$ cat config.mk
export PLATFORM = sky130hd
export DESIGN_NAME = led_blink_glow_pattern_unit
export DESIGN_NICKNAME = d
export VERILOG_FILES = /design/src/hdl/lbgp_pkg.sv /design/src/hdl/lbgp_scale_lane.sv /design/src/hdl/led_blink_glow_pattern_unit.sv
export SDC_FILE = /design/constraint.sdc
export NUM_CORES = 1
export LEC_CHECK = 0
export BUFFER_PORTS_ARGS = -buffer_cell sky130_fd_sc_hd__buf_2
export CORE_MARGIN = 2
export CORE_UTILIZATION = 55
export DETAILED_ROUTE_END_ITERATION = 10
export GPL_TIMING_DRIVEN = 0
export PLACE_DENSITY_LB_ADDON = 0.1
export SLEW_MARGIN = 20
export SYNTH_ARGS = -nofsm -noshare
export SYNTH_HDL_FRONTEND = slang
export SYNTH_HIERARCHICAL = 1
export SYNTH_SLANG_ARGS = --single-unit
$ cat constraint.sdc
create_clock -name i_clk -period 3.04 [get_ports i_clk]
set_input_delay 0.456 -clock i_clk [delete_from_list [all_inputs] [get_ports i_clk]]
set_output_delay 0.456 -clock i_clk [all_outputs]
set_load 0.01 [all_outputs]
$ cat src/hdl/lbgp_pkg.sv
package lbgp_pkg;

    localparam int TIME_BITS_DEF = 32;
    localparam int NOW_W         = 32;
    localparam int LED_W         = 8;
    localparam int COLOR_W       = 8;
    localparam int PERIOD_W      = 16;
    localparam int MODE_W        = 2;
    localparam int CFG_IDX_W     = 3;
    localparam int CFG_DATA_W    = 16;
    localparam int S_TDATA_W     = NOW_W + LED_W;
    localparam int M_TDATA_W     = LED_W + 3 * COLOR_W;

    localparam logic [PERIOD_W-1:0] DEFAULT_PERIOD = 16'd500;

    // register indexes
    localparam logic [CFG_IDX_W-1:0] CFG_MODE   = 3'd0;
    localparam logic [CFG_IDX_W-1:0] CFG_RED    = 3'd1;
    localparam logic [CFG_IDX_W-1:0] CFG_GREEN  = 3'd2;
    localparam logic [CFG_IDX_W-1:0] CFG_BLUE   = 3'd3;
    localparam logic [CFG_IDX_W-1:0] CFG_PERIOD = 3'd4;

    localparam logic [MODE_W-1:0] MODE_STATIC = 2'd0;
    localparam logic [MODE_W-1:0] MODE_BLINK  = 2'd1;
    localparam logic [MODE_W-1:0] MODE_GLOW   = 2'd2;

    typedef enum logic [2:0] {
        ST_IDLE,
        ST_MOD,
        ST_PREP,
        ST_PHASE,
        ST_MUL,
        ST_BLINK,
        ST_DONE
    } t_state;

    // control for one color scaling lane
    typedef struct packed {
        logic clear;
        logic step;
        logic bit_in;
    } t_lane_ctl;

endpackage

$ cat src/hdl/lbgp_scale_lane.sv
module lbgp_scale_lane (
    input  logic                          i_clk,
    input  lbgp_pkg::t_lane_ctl           i_ctl,
    input  logic [lbgp_pkg::COLOR_W-1:0]  i_color,
    output logic [lbgp_pkg::COLOR_W-1:0]  o_scaled
);
    import lbgp_pkg::*;

    localparam int ACC_W = 2 * COLOR_W;

    logic [ACC_W-1:0] r_acc;
    logic [ACC_W-1:0] n_acc;
    logic [ACC_W:0]   w_sum;

    // shift-add multiply, brightness bits MSB first
    always_comb begin
        n_acc = r_acc;
        if (i_ctl.clear) begin
            n_acc = '0;
        end else if (i_ctl.step) begin
            n_acc = {r_acc[ACC_W-2:0], 1'b0}
                  + (i_ctl.bit_in ? {{COLOR_W{1'b0}}, i_color} : '0);
        end
    end

    always_ff @(posedge i_clk) begin
        r_acc <= n_acc;
    end

    // x/255 = (x + (x >> 8) + 1) >> 8 for any x up to 255 * 255, the largest product
    assign w_sum    = {1'b0, r_acc} + {{(COLOR_W + 1){1'b0}}, r_acc[ACC_W-1:COLOR_W]}
                    + {{ACC_W{1'b0}}, 1'b1};
    assign o_scaled = w_sum[ACC_W-1:COLOR_W];

endmodule

$ cat src/hdl/led_blink_glow_pattern_unit.sv
// Channel  Dir  Handshake                    Payload
// s        in   i_s_tvalid / o_s_tready      i_s_tdata: now_ms[31:0], led_number[39:32]
// m        out  o_m_tvalid / i_m_tready      o_m_tdata: out_led, out_red, out_green, out_blue
// cfg      in   i_cfg_valid / o_cfg_ready    i_cfg_index, i_cfg_data
//
// The bit-serial modulo over the time stamp and the bit-serial time difference
// both walk one time bit per cycle.
// Reset (synchronous, active low) clears control, mode, color, period to 500,
// last toggle time to 0 and sets the lit flag.
// One item in work at a time; a finished result waits in the output register
// while the next item is taken in. Config writes are always ready.
module led_blink_glow_pattern_unit #(
    parameter int TIME_BITS = lbgp_pkg::TIME_BITS_DEF
) (
    input  logic                             i_clk,
    input  logic                             i_rst_n,
    input  logic                             i_s_tvalid,
    output logic                             o_s_tready,
    input  logic [lbgp_pkg::S_TDATA_W-1:0]   i_s_tdata,   // now_ms[31:0], led_number[39:32]
    output logic                             o_m_tvalid,
    input  logic                             i_m_tready,
    output logic [lbgp_pkg::M_TDATA_W-1:0]   o_m_tdata,   // out_led, red, green, blue
    input  logic                             i_cfg_valid,
    output logic                             o_cfg_ready,
    input  logic [lbgp_pkg::CFG_IDX_W-1:0]   i_cfg_index,
    input  logic [lbgp_pkg::CFG_DATA_W-1:0]  i_cfg_data
);
    import lbgp_pkg::*;

    localparam int CW = $clog2(TIME_BITS);
    localparam int NB = (TIME_BITS < NOW_W) ? TIME_BITS : NOW_W;
    localparam logic [CW-1:0] CNT_TIME = CW'(TIME_BITS - 1);
    localparam logic [CW-1:0] CNT_BYTE = CW'(COLOR_W - 1);

    t_state r_state;
    t_state n_state;

    logic [MODE_W-1:0]    r_mode;
    logic [COLOR_W-1:0]   r_red;
    logic [COLOR_W-1:0]   r_green;
    logic [COLOR_W-1:0]   r_blue;
    logic [PERIOD_W-1:0]  r_period;
    logic [TIME_BITS-1:0] r_last;
    logic                 r_lit;

    logic [TIME_BITS-1:0] r_time;
    logic [LED_W-1:0]     r_led;
    logic [PERIOD_W-1:0]  r_half;
    logic [PERIOD_W-1:0]  r_rem;
    logic [COLOR_W-1:0]   r_dlo;
    logic [COLOR_W-1:0]   r_phase;
    logic [COLOR_W-1:0]   r_bright;
    logic [CW-1:0]        r_cnt;
    logic                 r_borrow;
    logic                 r_ge;
    logic                 r_m_valid;
    logic [M_TDATA_W-1:0] r_m_data;

    logic                 w_accept;
    logic                 w_cfg_wr;
    logic                 w_load_out;
    logic                 w_last_step;
    logic [TIME_BITS-1:0] w_now;

    // division step shared by modulo and phase
    logic [PERIOD_W:0]    w_trial;
    logic                 w_qbit;
    logic [PERIOD_W-1:0]  w_rem_next;
    logic [23:0]          w_prod;
    logic [COLOR_W-1:0]   w_phase_fin;
    logic [COLOR_W-1:0]   w_bright;

    // serial subtract / compare
    logic                 w_tb;
    logic                 w_lb;
    logic                 w_hb;
    logic                 w_db;
    logic                 w_borrow_next;
    logic                 w_ge_next;

    t_lane_ctl            w_lane_ctl;
    logic [COLOR_W-1:0]   w_sc_red;
    logic [COLOR_W-1:0]   w_sc_green;
    logic [COLOR_W-1:0]   w_sc_blue;
    logic [COLOR_W-1:0]   w_out_red;
    logic [COLOR_W-1:0]   w_out_green;
    logic [COLOR_W-1:0]   w_out_blue;

    assign w_now       = TIME_BITS'(i_s_tdata[NB-1:0]);
    assign w_cfg_wr    = i_cfg_valid && o_cfg_ready;
    assign w_accept    = i_s_tvalid && o_s_tready;
    assign w_last_step = (r_cnt == '0);

    // next state
    always_comb begin
        n_state = r_state;
        unique case (r_state)
            ST_IDLE: begin
                if (i_s_tvalid) begin
                    if (r_mode == MODE_GLOW) begin
                        n_state = ST_MOD;
                    end else if (r_mode == MODE_BLINK) begin
                        n_state = ST_BLINK;
                    end else begin
                        n_state = ST_DONE;
                    end
                end
            end
            ST_MOD:   if (w_last_step) n_state = ST_PREP;
            ST_PREP:  n_state = ST_PHASE;
            ST_PHASE: if (w_last_step) n_state = ST_MUL;
            ST_MUL:   if (w_last_step) n_state = ST_DONE;
            ST_BLINK: if (w_last_step) n_state = ST_DONE;
            ST_DONE: begin
                if (!r_m_valid || i_m_tready) begin
                    n_state = ST_IDLE;
                end
            end
            default:  n_state = ST_IDLE;
        endcase
    end

    // FSM outputs
    always_comb begin
        o_s_tready        = 1'b0;
        w_load_out        = 1'b0;
        w_lane_ctl.clear  = 1'b0;
        w_lane_ctl.step   = 1'b0;
        w_lane_ctl.bit_in = r_bright[COLOR_W-1];
        unique case (r_state)
            ST_IDLE:  o_s_tready = 1'b1;
            ST_PHASE: w_lane_ctl.clear = w_last_step;
            ST_MUL:   w_lane_ctl.step = 1'b1;
            ST_DONE:  w_load_out = !r_m_valid || i_m_tready;
            default: ;
        endcase
    end

    assign o_cfg_ready = 1'b1;

    // one restoring division step; the bit comes from the time or the low dividend
    assign w_trial     = {r_rem, (r_state == ST_MOD) ? r_time[TIME_BITS-1] : r_dlo[COLOR_W-1]};
    assign w_qbit      = (w_trial >= {1'b0, r_period});
    assign w_rem_next  = w_qbit ? PERIOD_W'(w_trial - {1'b0, r_period}) : w_trial[PERIOD_W-1:0];
    assign w_prod      = {r_rem, 8'd0} - {8'd0, r_rem};
    assign w_phase_fin = {r_phase[COLOR_W-2:0], w_qbit};
    assign w_bright    = w_phase_fin[COLOR_W-1]
                       ? {~w_phase_fin[COLOR_W-2:0], 1'b0}
                       : {w_phase_fin[COLOR_W-2:0], 1'b0};

    // LSB-first now - last, compared against half period
    assign w_tb          = r_time[0];
    assign w_lb          = r_last[0];
    assign w_hb          = r_half[0];
    assign w_db          = w_tb ^ w_lb ^ r_borrow;
    assign w_borrow_next = (~w_tb & w_lb) | (~(w_tb ^ w_lb) & r_borrow);
    assign w_ge_next     = (w_db != w_hb) ? w_db : r_ge;

    always_ff @(posedge i_clk) begin
        if (!i_rst_n) begin
            r_state   <= ST_IDLE;
            r_mode    <= MODE_STATIC;
            r_red     <= '0;
            r_green   <= '0;
            r_blue    <= '0;
            r_period  <= DEFAULT_PERIOD;
            r_last    <= '0;
            r_lit     <= 1'b1;
            r_m_valid <= 1'b0;
        end else begin
            r_state <= n_state;

            if (w_cfg_wr) begin
                unique case (i_cfg_index)
                    CFG_MODE: begin
                        r_mode <= i_cfg_data[MODE_W-1:0];
                        r_lit  <= 1'b1;
                    end
                    CFG_RED:    r_red   <= i_cfg_data[COLOR_W-1:0];
                    CFG_GREEN:  r_green <= i_cfg_data[COLOR_W-1:0];
                    CFG_BLUE:   r_blue  <= i_cfg_data[COLOR_W-1:0];
                    CFG_PERIOD: r_period <= (i_cfg_data == '0) ? DEFAULT_PERIOD
                                                               : i_cfg_data;
                    default: ;
                endcase
            end

            if (r_state == ST_BLINK) begin
                if (w_last_step && w_ge_next) begin
                    r_last <= {r_time[0], r_time[TIME_BITS-1:1]};
                    r_lit  <= ~r_lit;
                end else begin
                    r_last <= {r_last[0], r_last[TIME_BITS-1:1]};
                end
            end

            if (w_load_out) begin
                r_m_valid <= 1'b1;
            end else if (i_m_tready) begin
                r_m_valid <= 1'b0;
            end
        end
    end

    // datapath
    always_ff @(posedge i_clk) begin
        if (w_accept) begin
            r_time   <= w_now;
            r_led    <= i_s_tdata[NOW_W +: LED_W];
            r_half   <= r_period >> 1;
            r_rem    <= '0;
            r_cnt    <= CNT_TIME;
            r_borrow <= 1'b0;
            r_ge     <= 1'b1;
        end

        unique case (r_state)
            ST_MOD: begin
                r_time <= {r_time[TIME_BITS-2:0], r_time[TIME_BITS-1]};
                r_rem  <= w_rem_next;
                r_cnt  <= r_cnt - 1'b1;
            end
            ST_PREP: begin
                r_rem <= w_prod[23:8];
                r_dlo <= w_prod[7:0];
                r_cnt <= CNT_BYTE;
            end
            ST_PHASE: begin
                r_rem   <= w_rem_next;
                r_dlo   <= {r_dlo[COLOR_W-2:0], 1'b0};
                r_phase <= w_phase_fin;
                r_cnt   <= w_last_step ? CNT_BYTE : r_cnt - 1'b1;
                if (w_last_step) begin
                    r_bright <= w_bright;
                end
            end
            ST_MUL: begin
                r_bright <= {r_bright[COLOR_W-2:0], 1'b0};
                r_cnt    <= r_cnt - 1'b1;
            end
            ST_BLINK: begin
                r_time   <= {r_time[0], r_time[TIME_BITS-1:1]};
                r_half   <= {1'b0, r_half[PERIOD_W-1:1]};
                r_borrow <= w_borrow_next;
                r_ge     <= w_ge_next;
                r_cnt    <= r_cnt - 1'b1;
            end
            default: ;
        endcase

        if (w_load_out) begin
            r_m_data <= {w_out_blue, w_out_green, w_out_red, r_led};
        end
    end

    lbgp_scale_lane u_lane_red (
        .i_clk    (i_clk),
        .i_ctl    (w_lane_ctl),
        .i_color  (r_red),
        .o_scaled (w_sc_red)
    );

    lbgp_scale_lane u_lane_green (
        .i_clk    (i_clk),
        .i_ctl    (w_lane_ctl),
        .i_color  (r_green),
        .o_scaled (w_sc_green)
    );

    lbgp_scale_lane u_lane_blue (
        .i_clk    (i_clk),
        .i_ctl    (w_lane_ctl),
        .i_color  (r_blue),
        .o_scaled (w_sc_blue)
    );

    always_comb begin
        w_out_red   = r_red;
        w_out_green = r_green;
        w_out_blue  = r_blue;
        if (r_mode == MODE_GLOW) begin
            w_out_red   = w_sc_red;
            w_out_green = w_sc_green;
            w_out_blue  = w_sc_blue;
        end else if (r_mode == MODE_BLINK && !r_lit) begin
            w_out_red   = '0;
            w_out_green = '0;
            w_out_blue  = '0;
        end
    end

    assign o_m_tvalid = r_m_valid;
    assign o_m_tdata  = r_m_data;

    a_period_nonzero: assert property (@(posedge i_clk) disable iff (!i_rst_n)
        r_period != '0)
        else $error("period register holds zero");

    a_rem_below_period: assert property (@(posedge i_clk) disable iff (!i_rst_n)
        (r_state == ST_MOD || r_state == ST_PHASE) |-> (r_rem < r_period))
        else $error("division remainder not below period");

    a_static_direct: assert property (@(posedge i_clk) disable iff (!i_rst_n)
        (w_accept && r_mode != MODE_BLINK && r_mode != MODE_GLOW) |=> (r_state == ST_DONE))
        else $error("static item did not go straight to result");

    a_byte_count: assert property (@(posedge i_clk) disable iff (!i_rst_n)
        (r_state == ST_PHASE || r_state == ST_MUL) |-> (r_cnt <= CNT_BYTE))
        else $error("byte step count out of range");

endmodule
==> impl_metrics.toml <==
[synthesis]
syn_area_per_cell_sq_um = 9.57
ys_seq_area_share_pct = 43.3
ys_warn_count = 6
ys.flop_type = "edfxtp_1"
synth_edf_count = 132
synthArstFlopShare_pct = 0
syn_area_sq_mm = 0.0150
ys_ff_latch = 259
synth_cells = 1571
mappedNetlistNets = 1711
synth.lib_cells_used.distinct = 79

[critical_path]
cp.depth = 9
rr_endpoint = "r_rem[11]$_DFFE_PP_"
cp_slowest_cell = "or3b_4"
critPathMaxStageDelay_ps = 430
setup.worst_path.end_class = "flop"
crit_arrival_ps = 3180
crit_path_start = "r_rem[8]$_DFFE_PP_"
reg2reg_slack_ps = 150
cp.required_ps = 3340
setup.worst_path.start_class = "flop"
r2r-start = "r_rem[8]$_DFFE_PP_"
crit_path_end = "r_rem[11]$_DFFE_PP_"
crit_chain = "buf_2, inv_1, ha_1, or3b_4, nor4_4, o31ai_1, nand3_1, mux2_2, a211o_1"
crit_type = "reg2reg"
reg2reg_depth = 9
path_max_fanout = 7
path_delay_family = "simple AND/OR/NAND/NOR gates"
cp_num_buf_inv = 2

[route]
drc_errors = 0
drtPass1Iterations = 5
dr_total_vias = 12400
drt_iter0_markers = 1018
viasPerCell = 5.99
wl_per_cell_um = 18.7
ant_nets = 0
routed_wl_mm = 38.5

[timing]
holdWs_ps = 74.0
setup_viol = 0
period_share_pct = 95.0
rsz0062_at_grt = "true"
final.setup.tns_ps = 0
clock_skew_ps = 15.0
fmax_ghz = 0.346
tightest_slew_ps = 936
drv_slew = 0
relSlewSlack_pct = 37.6
fin_crit_ps = 2890
hold_viol = 0

[hold_path]
hold_start = "i_s_tdata[32]"
hp-class = "in2reg"

[floorplan]
start_util_pct = 56.0
rows = 60
die_w_um = 169
fp.dieH_um = 169
io_pins = 99
core-area_sq_mm = 0.0269
die_area_sq_mm = 0.0287

[global_route]
grtUsageMet3_pct = 2.80
use_met2_pct = 45.6
first_global_vias = 11700
grt_pass1_wl_mm = 61.0
grt-busiest-layer = "met2"
antenna_found_initial = 0
grt.overflow.total = 0
track_usage_pct = 26.3
grt_max_degree = 33
use_met1_pct = 35.6

[power]
power_mw = 16.8
ir_worst_vdd_uv = 511
powerDensity_mw_per_mm2 = 987
leakagePower_nw = 7.25

[placement]
gp_congestion = 0.877
placed_area_sq_mm = 0.0160
port_buffers = 96
dp_hpwl_mm = 28.0

[layout]
multiInputGateArea_sq_mm = 0.00798
final-seq-area_sq_mm = 0.00651
syn_to_final_growth_pct = 13.2
fin_nets = 1839
drive_above_1_share_pct = 12.3
antenna_cells = 0
n_fill_cell = 2280
fin_area_sq_mm = 0.0170

[run]
drv_cap = 0

[clock_network]
clockBufferDepth = 3
cts_root_buf = "clkbuf_16"
insertion_delay_ps = 560
cts_tree = "yes"
cts_sinks = 259
clkTransAtPathRegs_ps = 60
h-tree-depth = 1
numCtsBuffers = 30

[run_status]
status = "complete, no violations"
[power breakdown]
group	switching, mW	internal, mW	total (mW)
clock network	1.45	2.20	3.66
registers	0.893	4.95	5.84
logic	4.41	2.90	7.31
[state kept, by name (all words and copies together) (netlist names), 16 cells and up]
register            flops
o_m_tdata              32
r_last                 32
r_time                 32
r_period               16
r_rem                  16
u_lane_blue/r_acc      16
u_lane_green/r_acc     16
u_lane_red/r_acc       16
[metal layers]
layer  vias up  share of wire, %
met5         -                 0
met4         0               2.4
met3        67               5.2
met2       380                48
met1      5926                45
li1       5982                 -
[worst reg2reg max path, stage by stage (launching register included)]
cell      delay, ps
edfxtp_1        380
buf_2           210
inv_1            90
ha_1            300
or3b_4          430
nor4_4          340
o31ai_1         200
nand3_1         120
mux2_2          340
a211o_1         230
[cell usage after synthesis, types with 25 or more instances]
cell type	n	area (sq um)
nand2_1	227	852
edfxtp_1	132	3960
dfxtp_1	127	2540
o21ai_0	101	505
nor2_1	95	357
mux2i_1	85	851
ha_1	71	888
a21oi_1	70	350
clkbuf_1	64	240
inv_1	52	195
xor2_1	44	385
xnor2_1	38	333
a21boi_0	35	263
nand3_1	34	170
o211a_1	33	330
a211oi_1	30	225
and2_1	28	175
a22o_1	25	219
[kinds of logic (layout without fill, tap and decap cells)]
kind of cell	after synthesis	in the layout	synth area share, %
XOR/XNOR	82	82	4.78
adder cells (fa/ha/maj)	77	77	6.64
multiplexers	89	89	5.96
buffers and inverters	140	292	3.94
AO/OA/AOI/OAI	423	423	19.8
AND/OR/NAND/NOR	500	500	15.6
flip-flops	259	259	43.3
other	1	1	0.0249
[how the worst min path moves through the flow]
| stage | cells after the start | slack [ps] | to |
|---|---|---|---|
| floorplan | 0 | 400 | o_m_tdata[0]$_DFFE_PP_ |
| global placement | 0 | 400 | o_m_tdata[0]$_DFFE_PP_ |
| detailed placement | 0 | 410 | o_m_tdata[0]$_DFFE_PP_ |
| CTS | 1 | 50 | r_led[0]$_DFFE_PP_ |
| global route | 1 | 60 | r_led[1]$_DFFE_PP_ |
| finish | 1 | 70 | r_led[0]$_DFFE_PP_ |
[stage by stage]
step	setup slack (ps)	util, %	cells
final	153	63.3	2064
after global routing	-0.677	63.3	2064
after CTS	79.7	63.2	2063
after detailed placement	-341	59.5	2009
after global placement	-1100	59.3	2008
after floorplan	124	-	1571
[timing repair]
item                       in CTS  in global routing
hold buffers                    0                  0
pin swaps                       0                  1
hold endpoints to repair        0                  0
setup buffers                   0                  1
gates resized for setup         5                  6
setup endpoints to repair      54                 21
[cells in the final DEF, fill, tap and decap left out, types with 32 or more instances in the layout]
master       n
xor2_1      44
inv_1       52
buf_2      100
ha_1        71
clkbuf_1    69
o21ai_0    101
xnor2_1     38
a21oi_1     69
clkbuf_16   32
edfxtp_1   132
o211a_1     33
dfxtp_1    125
nor2_1      93
nand2_1    226
mux2i_1     84
nand3_1     34
a21boi_0    35
[final cells by class]
cell class | count | share of cell area, %
buffer | 84 | 2.26
tap | 341 | 2.51
sequential | 259 | 38.2
clock inverter | 12 | 0.684
inverter | 54 | 1.20
clock buffer | 44 | 5.26
multi-input combinational | 1172 | 46.9
timing repair buffer | 98 | 2.98
No activity file was read; power rests on OpenSTA's default activity.
